### src/design/lcmt_pkg.sv
// Shared types and codes for the line minimum tree.
`default_nettype none
package lcmt_pkg;

	localparam logic [1:0] OP_LOAD  = 2'd0;
	localparam logic [1:0] OP_ADD   = 2'd1;
	localparam logic [1:0] OP_QUERY = 2'd2;
	localparam logic [1:0] OP_NONE  = 2'd3;

	localparam logic [1:0] REG_MAX_MODE   = 2'd0;
	localparam logic [1:0] REG_NEUTRAL    = 2'd1;
	localparam logic [1:0] REG_POINT_CNT  = 2'd2;

	// One classified request. For a load, a holds the point value; for an
	// add, a and b hold the (possibly negated) slope and intercept.
	typedef struct packed {
		logic [1:0]  op;
		logic [9:0]  idx;
		logic [63:0] a;
		logic [63:0] b;
	} cmd_t;

	typedef struct packed {
		logic        max_mode;
		logic [63:0] neutral;
		logic [10:0] point_count;
	} cfg_t;

endpackage
`default_nettype wire

### src/design/lcmt_front.sv
// Front stage: accepts requests, drops those that do nothing, negates lines in max mode.
`default_nettype none
module lcmt_front #(
	parameter int MAX_POINTS = 1024
) (
	input  wire                clk,
	input  wire                arst_n,
	input  wire                max_mode,
	input  wire                in_valid,
	output logic               in_ready,
	input  wire  [1:0]         in_kind,
	input  wire  [9:0]         in_idx,
	input  wire  [63:0]        in_value,
	input  wire  [63:0]        in_slope,
	input  wire  [63:0]        in_icpt,
	output logic               push,
	output lcmt_pkg::cmd_t     cmd,
	input  wire                push_ready
);

	logic           vld_q;
	lcmt_pkg::cmd_t cmd_q;
	logic           keep;
	lcmt_pkg::cmd_t next_cmd;

	assign in_ready = !vld_q || push_ready;
	assign push     = vld_q;
	assign cmd      = cmd_q;

	always_comb begin
		next_cmd.op  = in_kind;
		next_cmd.idx = in_idx;
		next_cmd.a   = in_value;
		next_cmd.b   = 64'd0;
		keep         = 1'b1;
		case (in_kind)
			lcmt_pkg::OP_LOAD: begin
				keep = (32'(in_idx) < MAX_POINTS);
			end
			lcmt_pkg::OP_ADD: begin
				next_cmd.a = max_mode ? (64'd0 - in_slope) : in_slope;
				next_cmd.b = max_mode ? (64'd0 - in_icpt) : in_icpt;
			end
			lcmt_pkg::OP_QUERY: begin
				keep = 1'b1;
			end
			default: begin
				keep = 1'b0;
			end
		endcase
	end

	always_ff @(posedge clk or negedge arst_n) begin
		if (!arst_n) begin
			vld_q <= 1'b0;
		end else if (in_ready) begin
			vld_q <= in_valid && keep;
		end
	end

	always_ff @(posedge clk) begin
		if (in_ready && in_valid) begin
			cmd_q <= next_cmd;
		end
	end

endmodule
`default_nettype wire

### config.mk
export PLATFORM = sky130hd
export DESIGN_NAME = lcmt_front
export DESIGN_NICKNAME = d
export VERILOG_FILES = /design/src/design/lcmt_pkg.sv /design/src/design/lcmt_front.sv
export SDC_FILE = /design/constraint.sdc
export NUM_CORES = 1
export LEC_CHECK = 0
export ABC_AREA = 1
export BUFFER_PORTS_ARGS = -buffer_cell sky130_fd_sc_hd__buf_2
export CAP_MARGIN = 25
export CORE_MARGIN = 2
export CORE_UTILIZATION = 30
export DETAILED_ROUTE_END_ITERATION = 8
export GPL_TIMING_DRIVEN = 0
export MAX_ROUTING_LAYER = met4
export PLACE_DENSITY = 0.57
export SYNTH_ARGS = -nofsm -noshare
export SYNTH_HDL_FRONTEND = slang
export SYNTH_SLANG_ARGS = --single-unit
### constraint.sdc
create_clock -name clk -period 24.1 [get_ports clk]
set_clock_uncertainty 0.15 [all_clocks]
set_input_delay 4.82 -clock clk [delete_from_list [all_inputs] [get_ports clk]]
set_output_delay 4.82 -clock clk [all_outputs]
set_load 0.01 [all_outputs]
* Yosys cells after proc, flatten, opt, wreduce, memory -nomap -nowiden *
Index checks and enable logic that the tools add are counted.
W data, S select, Z words.

word-level totals
  register bits = 141
  input bits = 209
  output and inout port bits = 142
  word-level logic and storage cells = 19

operators by class
  add/sub/neg operators = 2
  equality and inequality tests = 2
  multiplexer cells = 4
  reductions and logical operators = 6

operators by type and width
  kind                     count
  $mux W128                1
  $mux W64                 2
  $sub A1 B64 Y64 const A  2
  $reduce_or A3 Y1         1
  $eq A2 B1 Y1 const B     1
  $eq A2 B2 Y1 const B     1
  $logic_and A1 B1 Y1      2
  $logic_not A2 Y1         1
  $logic_not A1 Y1         1
  $logic_or A1 B1 Y1       1
  $mux W1                  1

* Depth between registers and ports, before layout *
  depth after elaboration = 4
  gate-level depth with buffers = 12
  mapped depth without buffers = 12

* Worst setup path before layout *
Ideal clock, no wire load.

  path kind = input-to-reg
  start point = input port push_ready
  end point = register cmd_q (netlist bit cmd[0]), enable pin
  setup time = 855 ps
  arrival = 14,939 ps
  required time = 23,095 ps
  setup slack = 8,156 ps
  stages = 2
  path buffers = 0
  cells stage by stage = inv_1 a21boi_0

between the ends
  word-level cells in the longest chain between the ends = 2

ends and longest elaborated chain
  what                    RTL line          text
  start: declaration      lcmt_front.sv:18  input wire push_ready
  $logic_or A1 B1 Y1      lcmt_front.sv:26  assign in_ready = !vld_q || push_ready;
  $logic_and A1 B1 Y1     lcmt_front.sv:62  if (in_ready && in_valid) begin
  end signal: assignment  lcmt_front.sv:63  cmd_q <= next_cmd;
  end: declaration        lcmt_front.sv:22  lcmt_pkg::cmd_t cmd_q;

No other way between the ends.
A chain may end at the register's enable or synchronous reset.

* Worst setup path in the final report *
  start point = input port push_ready
  end point = output port in_ready

between the ends
  word-level cells in the longest chain between the ends = 1

ends and longest elaborated chain
  what                RTL line          text
  $logic_or A1 B1 Y1  lcmt_front.sv:26
  end: declaration    lcmt_front.sv:10  output logic in_ready,

No other way between the ends.

==> flow_summary.yaml <==
clock_tree:
  cts_buffers: 17
  cts-htree-levels: 4
  path_clk_slew_ns: 0.07
  cts.path.max_buffers: 2
  cts_resized: 0
  cts_root_buf: "clkbuf_16"
  hold_buffers: 0
  cts_setup_buffers: 0
  clock_latency_ns: 0.44
  cts_tree: "done"
  cts.sinks: 141
detailed_routing:
  first_iter_violations: 763
  postRouteAntennaNets: 0
  dr.pass1.iters: 5
  vias_per_cell: 4.919
  totalWireLength_microns: 41010
  drc: 0
  routedWlPerCell_microns: 19.32
  vias: 10443
timing:
  slew_headroom: 0.4741
  rsz0062_at_grt: "false"
  fin_hold_ws_ns: 0.4630
  finalSetupViolCount: 0
  fin_crit_sh: 0.4234
  worstMarginPinSlew_ns: 0.7889
  hold_viol_final: 0
  maxSlewViolCount: 0
  period_minus_slack_ns: 10.20
  fmaxAchievable_ghz: 0.09801
  setup_tns_ns: 0
die:
  core_sq_um: 31640
  initial_utilization: 0.3050
  fp-row-count: 65
  pin_count: 351
  die_y_microns: 183.3
  die-area_sq_um: 33620
  die_w_microns: 183.3
critical_path:
  slowest_delay_ns: 0.14
  crit_chain: "buf_2 > inv_1 > nand2_1 > buf_2"
  rr_worst_depth: 4
  worst-path-max-fanout: 2
  endpoint_kind: "output pin"
  rrSetupSlack_ns: 22.03
  crit_path_start_kind: "input pin"
  cp_common_cell: "buf_2"
  critical_path_class: "in -> out"
  slowest_stage: "buf_2"
  critical_path_required_ns: 19.13
  timing.rr.start: "push"
  path_delay_family: "buffers and inverters"
  cp_num_buf_inv: 3
  r2r_end: "cmd[103]"
  arrival_ns: 5.23
logic_synthesis:
  synth_edf_count: 140
  synth_nets: 1545
  ys.warnings.count: 0
  yosysSeqAreaShare: 0.4383
  synth_seq_cells: 141
  synthArstFlopShare: 0.007092
  yosysTopAreaCellShare: 0.4357
  netlist_area_sq_um: 9649
  syn-instance-count: 1334
  yosys_most_used_dff: "edfxtp_1"
  synth.largest_area_cell: "edfxtp_1"
  yosys-top-cells-area: "edfxtp_1 (44%), nand2_1 (16%), nor2_1 (9.6%)"
  avgSynthCellArea_sq_um: 7.233
  synth.distinct_cells: 40
grt:
  overflow: 0
  grt_pass1_vias: 10444
  grt_max_degree: 32
  antenna_found_initial: 1
  grt_use_total: 0.2492
  grt_pass1_wl_microns: 60000
place:
  routabilityCongestion: 0.9451
  dp_hpwl_microns: 33230
  io_buffers: 350
  placed_area_sq_um: 12020
power_and_ir_drop:
  powerDensity_nw_per_um2: 56.40
  leakagePower_nw: 5.746
  irDropWorstVdd_v: 0.00004822
  finalPower_mw: 0.7113
min_path:
  hold_class: "reg -> reg"
  hold-path-endpoint: "push"
  whs_path_depth: 2
  hp-start: "push"
finish:
  final_nets: 1919
  antenna-diode-count: 0
  syn_to_final_growth_pct: 30.69
  drive_gt1_frac: 0.2714
  layout_common_cells: "nand2_1 (422), buf_2 (361), nor2_1 (247), edfxtp_1 (140), nand3_1 (115)"
  layout_commonest_cell: "nand2_1"
  final_area_sq_um: 12610
job:
  max_cap_viol_count: 0
run_status:
  outcome: "completed"
-- logic make-up after synthesis --
group	count (synthesis)	synth area share
AND/OR/NAND/NOR	875	0.3933
XOR/XNOR	19	0.01725
adder cells (fa/ha/maj)	2	0.002593
AO/OA/AOI/OAI	157	0.08831
flip-flops	141	0.4383
buffers and inverters	140	0.06029
-- per-layer routing --
metal  vias up  GRT usage  part of all wire
li1       5170          -                 -
met1      4792     0.2983              0.43
met2       414     0.4264              0.48
met3        67    0.03832             0.057
met4         0    0.08896             0.032
met5         -          -                 0
-- final cells by class --
cell class	instances	area (sq um)
fill	3362	19030
multi-input combinational	1053	4850
sequential	141	4229
timing repair buffer	355	1859
tap	402	503.0
clock buffer	18	429.2
inverter	104	391.6
buffer	36	190.2
clock inverter	14	158.9
-- synthesized netlist by cell type (10+ instances only) --
master    count
a21oi_1      54
nand4_1      27
nor2_4       10
nor2_1      247
clkbuf_1     14
buf_2        11
nand2_1     422
o21ai_1      24
inv_1        94
xnor2_1      12
o21ai_0      66
nand3_1     115
edfxtp_1    140
nor3_1       11
-- sequential cells by signal, indices dropped and copies added (netlist names) --
name / count
push: 1
cmd: 140
-- per-stage QoR --
step / cells / worst slack, ns / util
floorplan: 1334 / 8.156 / -
global placement: 2086 / 3.258 / 0.3763
detailed placement: 2091 / 13.90 / 0.3800
CTS: 2123 / 13.90 / 0.3986
global route: 2123 / 13.84 / 0.3986
finish: 2123 / 13.90 / 0.3986
-- worst min-delay path, stage by stage, from the launching register on --
cell and delay (ns):
dfrtp_1 0.42, nand2_1 0.09, nand2_1 0.07
-- power by group --
group / total, mW / leakage, nW / switching [mW] / internal, mW
Sequential: 0.294 / 1.38 / 0.00414 / 0.290
Clock: 0.277 / 0.288 / 0.122 / 0.155
Combinational: 0.140 / 4.08 / 0.0917 / 0.0483
Total: 0.711 / 5.75 / 0.218 / 0.493
-- how the worst max path moves through the flow --
stage,slack [ns],cells after the start,from,to
3_5_place_dp,13.90,4,push_ready,in_ready
3_3_place_gp,3.26,3,push_ready,cmd[101]
6_report,13.90,4,push_ready,in_ready
5_1_grt,13.84,4,push_ready,in_ready
4_1_cts,13.90,4,push_ready,in_ready
2_1_floorplan,8.16,2,push_ready,cmd[0]
Power figures use the tool's default switching activity.
