File: src/design/lcmt_pkg.sv
// Shared types and codes for the line minimum tree.
`default_nettype none
package lcmt_pkg;

	localparam logic [1:0] OP_LOAD  = 2'd0;
	localparam logic [1:0] OP_ADD   = 2'd1;
	localparam logic [1:0] OP_QUERY = 2'd2;
	localparam logic [1:0] OP_NONE  = 2'd3;

	localparam logic [1:0] REG_MAX_MODE   = 2'd0;
	localparam logic [1:0] REG_NEUTRAL    = 2'd1;
	localparam logic [1:0] REG_POINT_CNT  = 2'd2;

	// One classified request. For a load, a holds the point value; for an
	// add, a and b hold the (possibly negated) slope and intercept.
	typedef struct packed {
		logic [1:0]  op;
		logic [9:0]  idx;
		logic [63:0] a;
		logic [63:0] b;
	} cmd_t;

	typedef struct packed {
		logic        max_mode;
		logic [63:0] neutral;
		logic [10:0] point_count;
	} cfg_t;

endpackage
`default_nettype wire

File: src/design/lcmt_fifo.sv
// Two-entry request queue between the front and the tree walker.
`default_nettype none
module lcmt_fifo (
	input  wire                clk,
	input  wire                arst_n,
	input  wire                push,
	input  lcmt_pkg::cmd_t     din,
	output logic               ready,
	output logic               valid,
	output lcmt_pkg::cmd_t     dout,
	input  wire                pop
);

	lcmt_pkg::cmd_t mem_q [2];
	logic           wp_q;
	logic           rp_q;
	logic [1:0]     cnt_q;
	logic           do_push;
	logic           do_pop;

	assign ready   = (cnt_q != 2'd2);
	assign valid   = (cnt_q != 2'd0);
	assign dout    = mem_q[rp_q];
	assign do_push = push && ready;
	assign do_pop  = pop && valid;

	always_ff @(posedge clk or negedge arst_n) begin
		if (!arst_n) begin
			wp_q  <= 1'b0;
			rp_q  <= 1'b0;
			cnt_q <= 2'd0;
		end else begin
			if (do_push) wp_q <= !wp_q;
			if (do_pop) rp_q <= !rp_q;
			if (do_push && !do_pop) cnt_q <= cnt_q + 2'd1;
			else if (do_pop && !do_push) cnt_q <= cnt_q - 2'd1;
		end
	end

	always_ff @(posedge clk) begin
		if (do_push) begin
			mem_q[wp_q] <= din;
		end
	end

endmodule
`default_nettype wire

File: config.mk
export PLATFORM = sky130hd
export DESIGN_NAME = lcmt_fifo
export DESIGN_NICKNAME = d
export VERILOG_FILES = /design/src/design/lcmt_pkg.sv /design/src/design/lcmt_fifo.sv
export SDC_FILE = /design/constraint.sdc
export NUM_CORES = 1
export LEC_CHECK = 0
export ABC_CLOCK_PERIOD_IN_PS = 6690
export BUFFER_PORTS_ARGS = -buffer_cell sky130_fd_sc_hd__buf_2
export CAP_MARGIN = 20
export CORE_AREA = 2 2 192 194
export CTS_CLUSTER_SIZE = 16
export DETAILED_ROUTE_END_ITERATION = 7
export DIE_AREA = 0 0 194 196
export GPL_TIMING_DRIVEN = 1
export PLACE_DENSITY = 0.61
export SYNTH_ARGS = -nofsm -noshare
export SYNTH_HDL_FRONTEND = slang
export SYNTH_SLANG_ARGS = --single-unit
File: constraint.sdc
create_clock -name clk -period 6.69 [get_ports clk]
set_input_delay 1.0035 -clock clk [delete_from_list [all_inputs] [get_ports clk]]
set_output_delay 1.0035 -clock clk [all_outputs]
set_load 0.03 [all_outputs]
* Yosys cells after proc, flatten, opt, wreduce, memory -nomap -nowiden
Memories as Yosys holds them, arrays and structs flattened.
Index checks and enable logic that the tools add are counted.
** Word-level totals
- Flip-flop bits (word level) :: 4
- Bits in latches :: 0
- Bits in writable memories :: 280
- ROM bits :: 0
- Input bits :: 144
- Output and inout port bits :: 142
- Logic and storage cells :: 21
- Memories kept :: 1
** Cells by class
- Add/subtract/negate cells :: 2
- Multiply operators :: 0
- Div/mod/pow operators :: 0
- $lt $le $gt $ge :: 0
- Equal/unequal tests :: 1
- Shifts and indexed selects :: 0
- Mux-type cells :: 4
- Bitwise operators :: 0
- Reductions and logical operators :: 10
** Memories
- mem_q :: depth 2, width 140, rd ports 1, clocked after Yosys merged registers in 0, wr ports 1, RTL line lcmt_fifo.sv:14 : lcmt_pkg::cmd_t mem_q [2];
** Operator list (number)
- 1-bit logical AND :: 4
- 1-bit zero test :: 4
- 2-bit two-way mux :: 2
- 2-bit nonzero test :: 2
- 2-bit by 1-bit adder with 2-bit output (second input constant) :: 1
- 1-bit two-way mux :: 2
- 2-bit inequality test (second input constant) :: 1
- 2-bit by 1-bit subtractor with 2-bit output (second input constant) :: 1

* Longest topological paths before layout
Gate-level depths: netlist of the first run.
- Depth after elaboration :: 6
- Depth in mapped cells :: 7

* Worst setup path before layout of the first run
No wires, ideal clock.
- Kind :: in2reg
- Start point :: input push
- End point :: memory mem_q[0][0] (netlist name), enable pin
- Library setup time :: 0.642 ns
- Data arrival time :: 6.918 ns
- Required time :: 6.048 ns
- Path slack :: -0.870 ns
- Cell stages on the path :: 2
- Cell sequence :: nand2_1 -> nor2_1
** On the way
- Word-level cells in the longest chain between the ends :: 3
** RTL lines
- start: declaration :: RTL line lcmt_fifo.sv:6 : input wire push,
- 1-bit logical AND :: RTL line lcmt_fifo.sv:24 : assign do_push = push && ready;
- 1-bit two-way mux :: RTL line lcmt_fifo.sv:41 : if (do_push) begin
- 1-bit two-way mux (implied by the code) :: RTL line lcmt_fifo.sv:42 : mem_q[wp_q] <= din;
- end: declaration :: RTL line lcmt_fifo.sv:14
Every way passes these cells.

==> results of run 1 <==
==> sequential cells by signal, indices dropped and copies added, names as in the netlist <==
register	count
wp_q	1
cnt_q	2
rp_q	1
mem_q	280
==> worst max-delay path, cell delays in order (launching register included) <==
cell and delay [ns]:
dfrtp_4 0.65, buf_4 0.72, mux2_2 0.42, buf_2 0.18
==> Yosys cell counts (all sizes together) <==
library cell  number  area share
edfxtp           280        0.79
mux2             140        0.18
buf               16       0.014
dfrtp              4      0.0094
xnor2              3      0.0025
nand2              2     0.00070
nor2               2     0.00070
xor2               2      0.0016
and3               1     0.00059
ha                 1      0.0012
inv                1     0.00035
nand2b             1     0.00059
or2                1     0.00059
==> per-stage QoR <==
stage | instance area, um^2 | hold WS, ns | worst slack (ns) | utilization | std cells
5_1_grt | 13500 | 0.228 | 2.94 | 0.375 | 1251
3_3_place_gp | 12600 | 0.488 | 3.65 | 0.349 | 1196
4_1_cts | 13500 | 0.207 | 3.01 | 0.375 | 1250
3_5_place_dp | 12600 | 0.486 | 3.63 | 0.349 | 1196
2_1_floorplan | 10700 | 0.456 | 1.49 | - | 454
6_report | 13500 | 0.254 | 3.10 | 0.375 | 1251
==> report_power, final <==
group | total (mW) | switching, mW | internal [mW]
clock | 1.56 | 0.646 | 0.918
sequential | 2.56 | 0.119 | 2.44
combinational | 2.41 | 1.52 | 0.891
==> area by class of cell <==
type                    count  area, um^2  share of cell area
flip-flops and latches    284        8510               0.629
multi-input cells         153        2020               0.149
repair buffers            290        1490               0.110
clock buffers              39         806              0.0595
well taps                 468         586              0.0433
clock inverters            15         123             0.00906
inverters                   1        3.75            0.000277
diodes                      1        2.50            0.000185
==> path summary, 6_finish.rpt <==
check,depth (start not counted),start,to,slack (ns)
worst min register to register,1,cnt_q[1],cnt_q[1],0.50
worst max register to register,3,cnt_q[0],mem_q[1][91],4.60
min in group clk,1,cnt_q[1],cnt_q[1],0.50
worst min-delay path,1,arst_n,wp_q,0.25
max in group asynchronous,1,arst_n,rp_q,6.30
worst max-delay path,3,rp_q,dout[16],3.10
==> metal layers <==
metal	part of all wire	wire, um	track usage
met5	0.00062	13	0
met4	0.023	478	0.0390
met3	0.079	1650	0.0342
met2	0.49	10300	0.178
met1	0.40	8470	0.125
==> logic make-up after synthesis <==
| logic type | share of synthesized area |
|---|---|
| flip-flops | 0.797 |
| multiplexers | 0.179 |
| buffers and inverters | 0.0147 |
| adder cells (fa/ha/maj) | 0.00117 |
| XOR/XNOR | 0.00411 |
| AND/OR/NAND/NOR | 0.00317 |
==> summary.txt, run 1 <==
Clock tree
  – Hold buffers post-CTS: 0
  – CTS Buffer Depth: 3
  – # clock sinks: about 280
  – Clk_lat worst skew: 0.55 ns
  – Number of buffers created by CTS: 30
  – Setup Fix Bufs, Post-CTS: 0
  – Post-CTS sizing: 0
  – CTS root buf: clkbuf_16
  – H-tree Lvls: 1
  – CTS tree: done
  – Worst-path clk slew: roughly 0.050 ns

Die
  – Ports: 286
  – Die area: roughly 0.038 mm^2
  – Die extent in y: ~200 um
  – DIE WIDTH: 194 um
  – Core ar.: around 0.036 mm^2
  – Effective utilization at floorplan: 0.296
  – Std-Cell Rows: 70

GRT
  – GRT Total Usage: 0.105
  – Initial antenna violation count: 2
  – Largest net degree at the start of global routing: around 140
  – Global-route wire length before repair: 31200 um
  – Vias in the first global route: approximately 5500
  – Total gr overflow: 0

Timing
  – Final min period: about 3.6 ns
  – Fin Setup TNS: 0 ns
  – Slew margin rel.: 0.334
  – Setup violators final: 0
  – Final period util: 0.537
  – Final number of max-transition violations: 0
  – Worst Tran Pin Value: 1.00 ns
  – Fmax: between 0.2 and 0.3 GHz
  – Final Hold Vio Count: 0
  – RSZ-0062 raised after global routing: no
  – Clock skew: 0.00973 ns

Route
  – Vias/cell: approximately 4.2
  – Wire per inst: approximately 17 um
  – Post-route ant nets: 0
  – Initial DRC Count: 217
  – Drt pass-1 iters: 6
  – Final wirelength: approximately 21000 um
  – Residual DRC: 0
  – Routed vias: roughly 5200

Layout
  – Nets@finish: 905
  – Fillcell total: about 3400
  – Layout cells sized above 1: 0.609
  – Area Growth Syn to Fin: 26.9%
  – Most common cell after layout, fill and taps aside: buf_2
  – Most frequent cells in the layout: buf_2 (285), edfxtp_1 (280), mux2_4 (90)

Critical path
  – Setup crit end kind: output port
  – Startpoint types: flip-flop
  – Critical Path RT: 5.69 ns
  – Kind of critical path: reg2out
  – Crit Path Max Fanout: between 40 and 50
  – Crit path arrival time: 2.59 ns

Power
  – Leakage power total: around 5.2 nW
  – Max IR drop VDD: about 0.00065 V
  – Pwr Density: approximately 480 mW/mm^2
  – Tot Pwr: around 6.5 mW

Synth
  – FF+latch count, synth: 284
  – Synth cell types: 16
  – Average size of a mapped cell: 23.5 um^2
  – Cell Area, Synth: 0.0107 mm^2
  – Mapped Cells: approximately 450
  – Sequential fraction of the synthesis area: 0.797
  – Yosys warns: 0
  – Post-Syn Nets: 599

Job
  – Max_cap viols: 0

Placement
  – RePlAce Congestion: around 0.70
  – I/O Buffers: 285
  – HPWL Detailed: between 10000 and 15000 um

Hold path
  – Min-delay worst type: in2async

Status
  – Outcome: completed
No activity file was read; power rests on OpenSTA's default activity.
==> inputs of run 2 (changes only) <==
--- a/config.mk
+++ b/config.mk
@@ -5,7 +5,7 @@
 export SDC_FILE = /design/constraint.sdc
 export NUM_CORES = 1
 export LEC_CHECK = 0
-export ABC_CLOCK_PERIOD_IN_PS = 6690
+export ABC_CLOCK_PERIOD_IN_PS = 3500
 export BUFFER_PORTS_ARGS = -buffer_cell sky130_fd_sc_hd__buf_2
 export CAP_MARGIN = 20
 export CORE_AREA = 2 2 192 194
@@ -13,7 +13,7 @@
 export DETAILED_ROUTE_END_ITERATION = 7
 export DIE_AREA = 0 0 194 196
 export GPL_TIMING_DRIVEN = 1
-export PLACE_DENSITY = 0.61
+export PLACE_DENSITY = 0.59
 export SYNTH_ARGS = -nofsm -noshare
 export SYNTH_HDL_FRONTEND = slang
 export SYNTH_SLANG_ARGS = --single-unit
==> constraint.sdc (replaced) <==
create_clock -name clk -period 3.5 [get_ports clk]
set_input_delay 0.525 -clock clk [delete_from_list [all_inputs] [get_ports clk]]
set_output_delay 0.525 -clock clk [all_outputs]
set_load 0.03 [all_outputs]
==> summary.txt, run 2 (synthesis gave the netlist of run 1 again) <==
Route
  – Drt pass-1 iters: 4
  – Residual DRC: 0
  – Initial DRC Count: between 200 and 250
  – Post-route ant nets: 0
  – Routed vias: 5299
  – Vias/cell: between 4 and 5
  – Wire per inst: around 17 um
  – Final wirelength: about 21000 um

Critical path
  – Critical Path RT: 2.97 ns
  – Slowest stage cell, crit path: dfrtp_4
  – Startpoint types: flip-flop
  – Top delay family on crit path: flip-flops
  – CP Cell Sequence: buf_12 > mux2_4 > buf_2
  – Kind of critical path: reg2out
  – Crit Path Max Fanout: 35
  – Reg-to-reg slack, setup: 1.53 ns
  – Crit path arrival time: 2.30 ns
  – Setup crit end kind: output port
  – CP max stage delay: between 0.8 and 0.9 ns
  – WP buf/inv: 2

Job
  – Max_cap viols: 0

Power
  – Clock share of power: 0.239
  – Pwr Density: 925 mW/mm^2
  – Seq pwr share: 0.390
  – Max IR drop VDD: about 0.00066 V
  – Logic gate share of total power: 0.371
  – Pint: between 8 and 9 mW
  – Switching share of power: 0.352
  – Switching pwr: roughly 4.4 mW
  – Leakage power total: ~5.3 nW

Timing
  – Final Hold Vio Count: 0
  – Final min period: between 2 and 3 ns
  – Fmax: 0.354 GHz
  – Worst Tran Pin Value: approximately 0.87 ns
  – Clock skew: about 0.0070 ns
  – Slew margin rel.: 0.419
  – Final period util: 0.808
  – Setup violators final: 0
  – Final number of max-transition violations: 0
  – RSZ-0062 raised after global routing: no
  – Fin Setup TNS: 0 ns

Die
  – Die extent in y: approximately 200 um
  – Effective utilization at floorplan: 0.296
  – Die area: roughly 0.038 mm^2
  – Core ar.: 0.0361 mm^2
  – Std-Cell Rows: 70
  – DIE WIDTH: 194 um
  – Ports: around 290

Clock tree
  – H-tree Lvls: 1
  – Worst-path clk slew: ~0.060 ns
  – # clock sinks: about 280
  – Setup Fix Bufs, Post-CTS: 0
  – Number of buffers created by CTS: 31
  – Clk_lat worst skew: approximately 0.55 ns
  – CTS root buf: clkbuf_16
  – CTS tree: done
  – Post-CTS sizing: 0
  – Hold buffers post-CTS: 1
  – CTS Buffer Depth: 3

Layout
  – Fillcell total: around 3400
  – Nets@finish: between 900 and 1000
  – Biggest regs: mem_q (280), cnt_q (2)
  – Layout cells sized above 1: 0.612
  – Finished layout cell area: approximately 0.014 mm^2
  – Largest register FFs: 280
  – Largest Register: mem_q
  – Most frequent cells in the layout: buf_2 (285), edfxtp_1 (280), mux2_4 (90)
  – Area Growth Syn to Fin: 28.0%
  – Most common cell after layout, fill and taps aside: buf_2

GRT
  – Initial antenna violation count: 2
  – Total gr overflow: 0
  – Largest net degree at the start of global routing: about 140
  – Vias in the first global route: between 5000 and 6000
  – GRT Total Usage: 0.108
  – Global-route wire length before repair: between 30000 and 40000 um

Placement
  – Cell area after placement: approximately 0.013 mm^2
  – HPWL Detailed: between 10000 and 15000 um
  – RePlAce Congestion: roughly 0.67
  – I/O Buffers: about 290

Hold path
  – Min-delay worst type: in2reg

Status
  – Outcome: completed
[run 2: cell count changes in the layout (fill, tap and decap cells not counted)]
| cell | change |
|---|---|
| buf_4 | +7 |
| clkinv_1 | +4 |
| clkbuf_1 | -3 |
| buf_12 | +2 |
| clkinv_2 | -1 |
| clkinv_4 | +1 |
| clkinvlp_4 | +1 |
| dlygate4sd3_1 | +1 |
[run 2: area by class of cell]
cell class / count / area [um^2] / area share
clock inverter: 20 / 149 / 0.0109
tap: 468 / 586 / 0.0429
timing repair buffer: 300 / 1590 / 0.117
sequential: 284 / 8510 / 0.623
multi-input combinational: 153 / 2020 / 0.148
clock buffer: 36 / 795 / 0.0582
inverter: 1 / 3.75 / 0.000275
antenna: 1 / 2.50 / 0.000183
[run 2: final timing paths]
kind / from / endpoint / cells past startpoint
max: rp_q / dout[53] / 3
min: din[96] / mem_q[1][96] / 1
max reg2reg: cnt_q[0] / mem_q[0][78] / 4
min reg2reg: cnt_q[1] / cnt_q[1] / 1
max in group asynchronous: arst_n / rp_q / 2
min in group asynchronous: arst_n / rp_q / 2
[run 2: metrics by stage]
step | hold WS [ns] | std cells | power, mW | utilization | worst slack (ns)
2_1_floorplan | 0.229 | 454 | 8.53 | - | 0.0749
3_3_place_gp | 0.337 | 1205 | 9.73 | 0.352 | 1.22
3_5_place_dp | 0.339 | 1205 | 9.78 | 0.352 | 1.21
4_1_cts | 0.118 | 1262 | 12.8 | 0.378 | 0.608
5_1_grt | 0.117 | 1262 | 13.2 | 0.378 | 0.555
6_report | 0.155 | 1263 | 12.6 | 0.378 | 0.673
[run 2: power by group through the flow]
stage	clock, mW	combinational [mW]	sequential [mW]
floorplan	0	3.64	4.89
global placement	0	4.75	4.98
detailed placement	0	4.76	5.01
CTS	3.11	4.78	4.94
global route	3.28	4.95	5.00
finish	3.02	4.68	4.93
[run 2: worst register-to-register path: cells and delay by family, from the launching register on]
family,cells,cell delay [ns]
buffers and inverters,1,0.59
AND/OR/NAND/NOR,3,0.43
flip-flops,1,0.40
[run 2: per-layer routing]
layer  GRT usage  vias up  routed length (um)
met4      0.0317        2                 417
met5           0        -                  11
met3      0.0414       35                1990
met1       0.129     2619                8610
li1            -     2444                   -
met2       0.181      199               10300
==> inputs of run 3 (changes only) <==
--- a/config.mk
+++ b/config.mk
@@ -5,7 +5,7 @@
 export SDC_FILE = /design/constraint.sdc
 export NUM_CORES = 1
 export LEC_CHECK = 0
-export ABC_CLOCK_PERIOD_IN_PS = 3500
+export ABC_CLOCK_PERIOD_IN_PS = 2700
 export BUFFER_PORTS_ARGS = -buffer_cell sky130_fd_sc_hd__buf_2
 export CAP_MARGIN = 20
 export CORE_AREA = 2 2 192 194
==> constraint.sdc (replaced) <==
create_clock -name clk -period 2.7 [get_ports clk]
set_input_delay 0.405 -clock clk [delete_from_list [all_inputs] [get_ports clk]]
set_output_delay 0.405 -clock clk [all_outputs]
set_load 0.03 [all_outputs]
==> summary.txt, run 3 (synthesis gave the netlist of run 1 again) <==
Route
  – Residual DRC: 0
  – Vias/cell: ~4.2
  – Routed vias: between 5000 and 6000
  – Final wirelength: about 22000 um
  – Drt pass-1 iters: 4
  – Post-route ant nets: 0
  – Initial DRC Count: about 200
  – Wire per inst: around 16 um

Power
  – Seq pwr share: 0.379
  – Leakage power total: approximately 5.6 nW
  – Pwr Density: roughly 1100 mW/mm^2
  – Logic gate share of total power: 0.377
  – Clock share of power: 0.244
  – Max IR drop VDD: just over 0.0007 V
  – Switching share of power: 0.350
  – Pint: 10.7 mW
  – Tot Pwr: 16.5 mW
  – Switching pwr: ~5.8 mW

Critical path
  – CP max stage delay: ~0.46 ns
  – Crit path arrival time: between 2 and 2.5 ns
  – Setup crit end kind: output port
  – Top delay family on crit path: buffers and inverters
  – Crit Path Max Fanout: 76
  – WP buf/inv: 2
  – Kind of critical path: reg2out
  – Startpoint types: flip-flop
  – Reg-to-reg slack, setup: 1.02 ns
  – Slowest stage cell, crit path: dfrtp_4
  – CP Cell Sequence: buf_12 > mux2_2 > buf_2
  – Critical Path RT: 2.30 ns

Layout
  – Largest Register: mem_q
  – Nets@finish: 985
  – Most common cell after layout, fill and taps aside: buf_2
  – Layout cells sized above 1: 0.556
  – Final core occ: 0.400
  – Area Growth Syn to Fin: 35.2%
  – Most frequent cells in the layout: buf_2 (285), edfxtp_1 (280), mux2_4 (90)
  – Fillcell total: about 3400
  – Multi-input logic area: 0.00203 mm^2
  – Sequential Area: between 0.008 and 0.009 mm^2
  – Biggest regs: mem_q (280), cnt_q (2)
  – Largest register FFs: 280

Placement
  – HPWL Detailed: 13800 um
  – I/O Buffers: 285
  – Pre-CTS WS: 0.758 ns
  – RePlAce Congestion: 0.702

Die
  – Die area: 0.0380 mm^2
  – Ports: between 200 and 300
  – Die extent in y: 196 um
  – Std-Cell Rows: 70
  – Core ar.: between 0.03 and 0.04 mm^2
  – DIE WIDTH: 194 um
  – Effective utilization at floorplan: 0.296

GRT
  – Vias in the first global route: approximately 5800
  – Largest net degree at the start of global routing: 84
  – Initial antenna violation count: 4
  – Global-route wire length before repair: between 30000 and 40000 um
  – Total gr overflow: 0
  – GRT Total Usage: 0.111

Timing
  – Worst Tran Pin Value: 0.614 ns
  – Setup WS post-layout: roughly 0.16 ns
  – RSZ-0062 raised after global routing: no
  – Setup violators final: 0
  – Final number of max-transition violations: 0
  – Final min period: between 2 and 3 ns
  – Worst Hold Slack: just under 0.04 ns
  – Slew margin rel.: 0.590
  – Final Hold Vio Count: 0
  – Fmax: 0.394 GHz
  – Fin Setup TNS: 0 ns
  – Clock skew: 0.00855 ns
  – Final period util: 0.939

Clock tree
  – Worst-path clk slew: approximately 0.070 ns
  – CTS tree: done
  – H-tree Lvls: 1
  – Clk_lat worst skew: between 0.5 and 0.6 ns
  – CTS root buf: clkbuf_16
  – CTS Buffer Depth: 3
  – Setup Fix Bufs, Post-CTS: 0
  – # clock sinks: roughly 280
  – Number of buffers created by CTS: 31

Hold path
  – Min-delay worst type: in2reg

Status
  – Outcome: completed

Job
  – Max_cap viols: 0
[run 3: cell types whose count changed in the layout (fill, tap and decap cells not counted), sizes merged]
cell / change
clkinv: -3
bufinv: +1
buf: -8
dlygate4sd3: +77
clkinvlp: +1
[run 3: power by group through the flow]
stage / combinational, mW / clock (mW) / sequential [mW]
2_1_floorplan: 4.73 / 0 / 6.34
3_3_place_gp: 6.24 / 0 / 6.32
3_5_place_dp: 6.25 / 0 / 6.37
4_1_cts: 6.35 / 4.19 / 6.28
5_1_grt: 6.59 / 4.34 / 6.36
6_report: 6.23 / 4.03 / 6.27
[run 3: layer usage]
layer | global-route usage | wire length, um
met1 | 0.140 | 9150
met2 | 0.180 | 10300
met3 | 0.0373 | 1900
met4 | 0.0401 | 523
met5 | 0 | 36
[run 3: stage by stage]
| step | instance area, um^2 | cells |
|---|---|---|
| 2_1_floorplan | 10700 | 454 |
| 3_3_place_gp | 12700 | 1197 |
| 3_5_place_dp | 12700 | 1197 |
| 4_1_cts | 14400 | 1330 |
| 5_1_grt | 14400 | 1331 |
| 6_report | 14400 | 1331 |
[run 3: repair_timing]
action,CTS,global route
resized for setup,0,0
hold buffers,78,0
endpoints found under the hold margin,146,0
[run 3: area by class of cell]
class / count / area share
Clock buffer: 36 / 0.0551
Tap cell: 468 / 0.0406
Multi-Input combinational cell: 153 / 0.141
Sequential cell: 284 / 0.590
Antenna cell: 1 / 0.000173
Clock inverter: 19 / 0.0119
Timing Repair Buffer: 369 / 0.161
Inverter: 1 / 0.000260
[run 3: final timing paths]
path	startpoint	endpoint	cells after the start
max	rp_q	dout[28]	3
min	din[131]	mem_q[1][131]	1
min reg2reg	cnt_q[0]	cnt_q[0]	1
max in group asynchronous	arst_n	rp_q	2
min in group asynchronous	arst_n	wp_q	2
max reg2reg	cnt_q[0]	mem_q[1][63]	3
[run 3: worst reg2reg max path: stages (launching register included)]
cell and delay [ns]:
dfrtp_1 0.41, nand2b_4 0.18, and3_4 0.22, buf_12 0.34
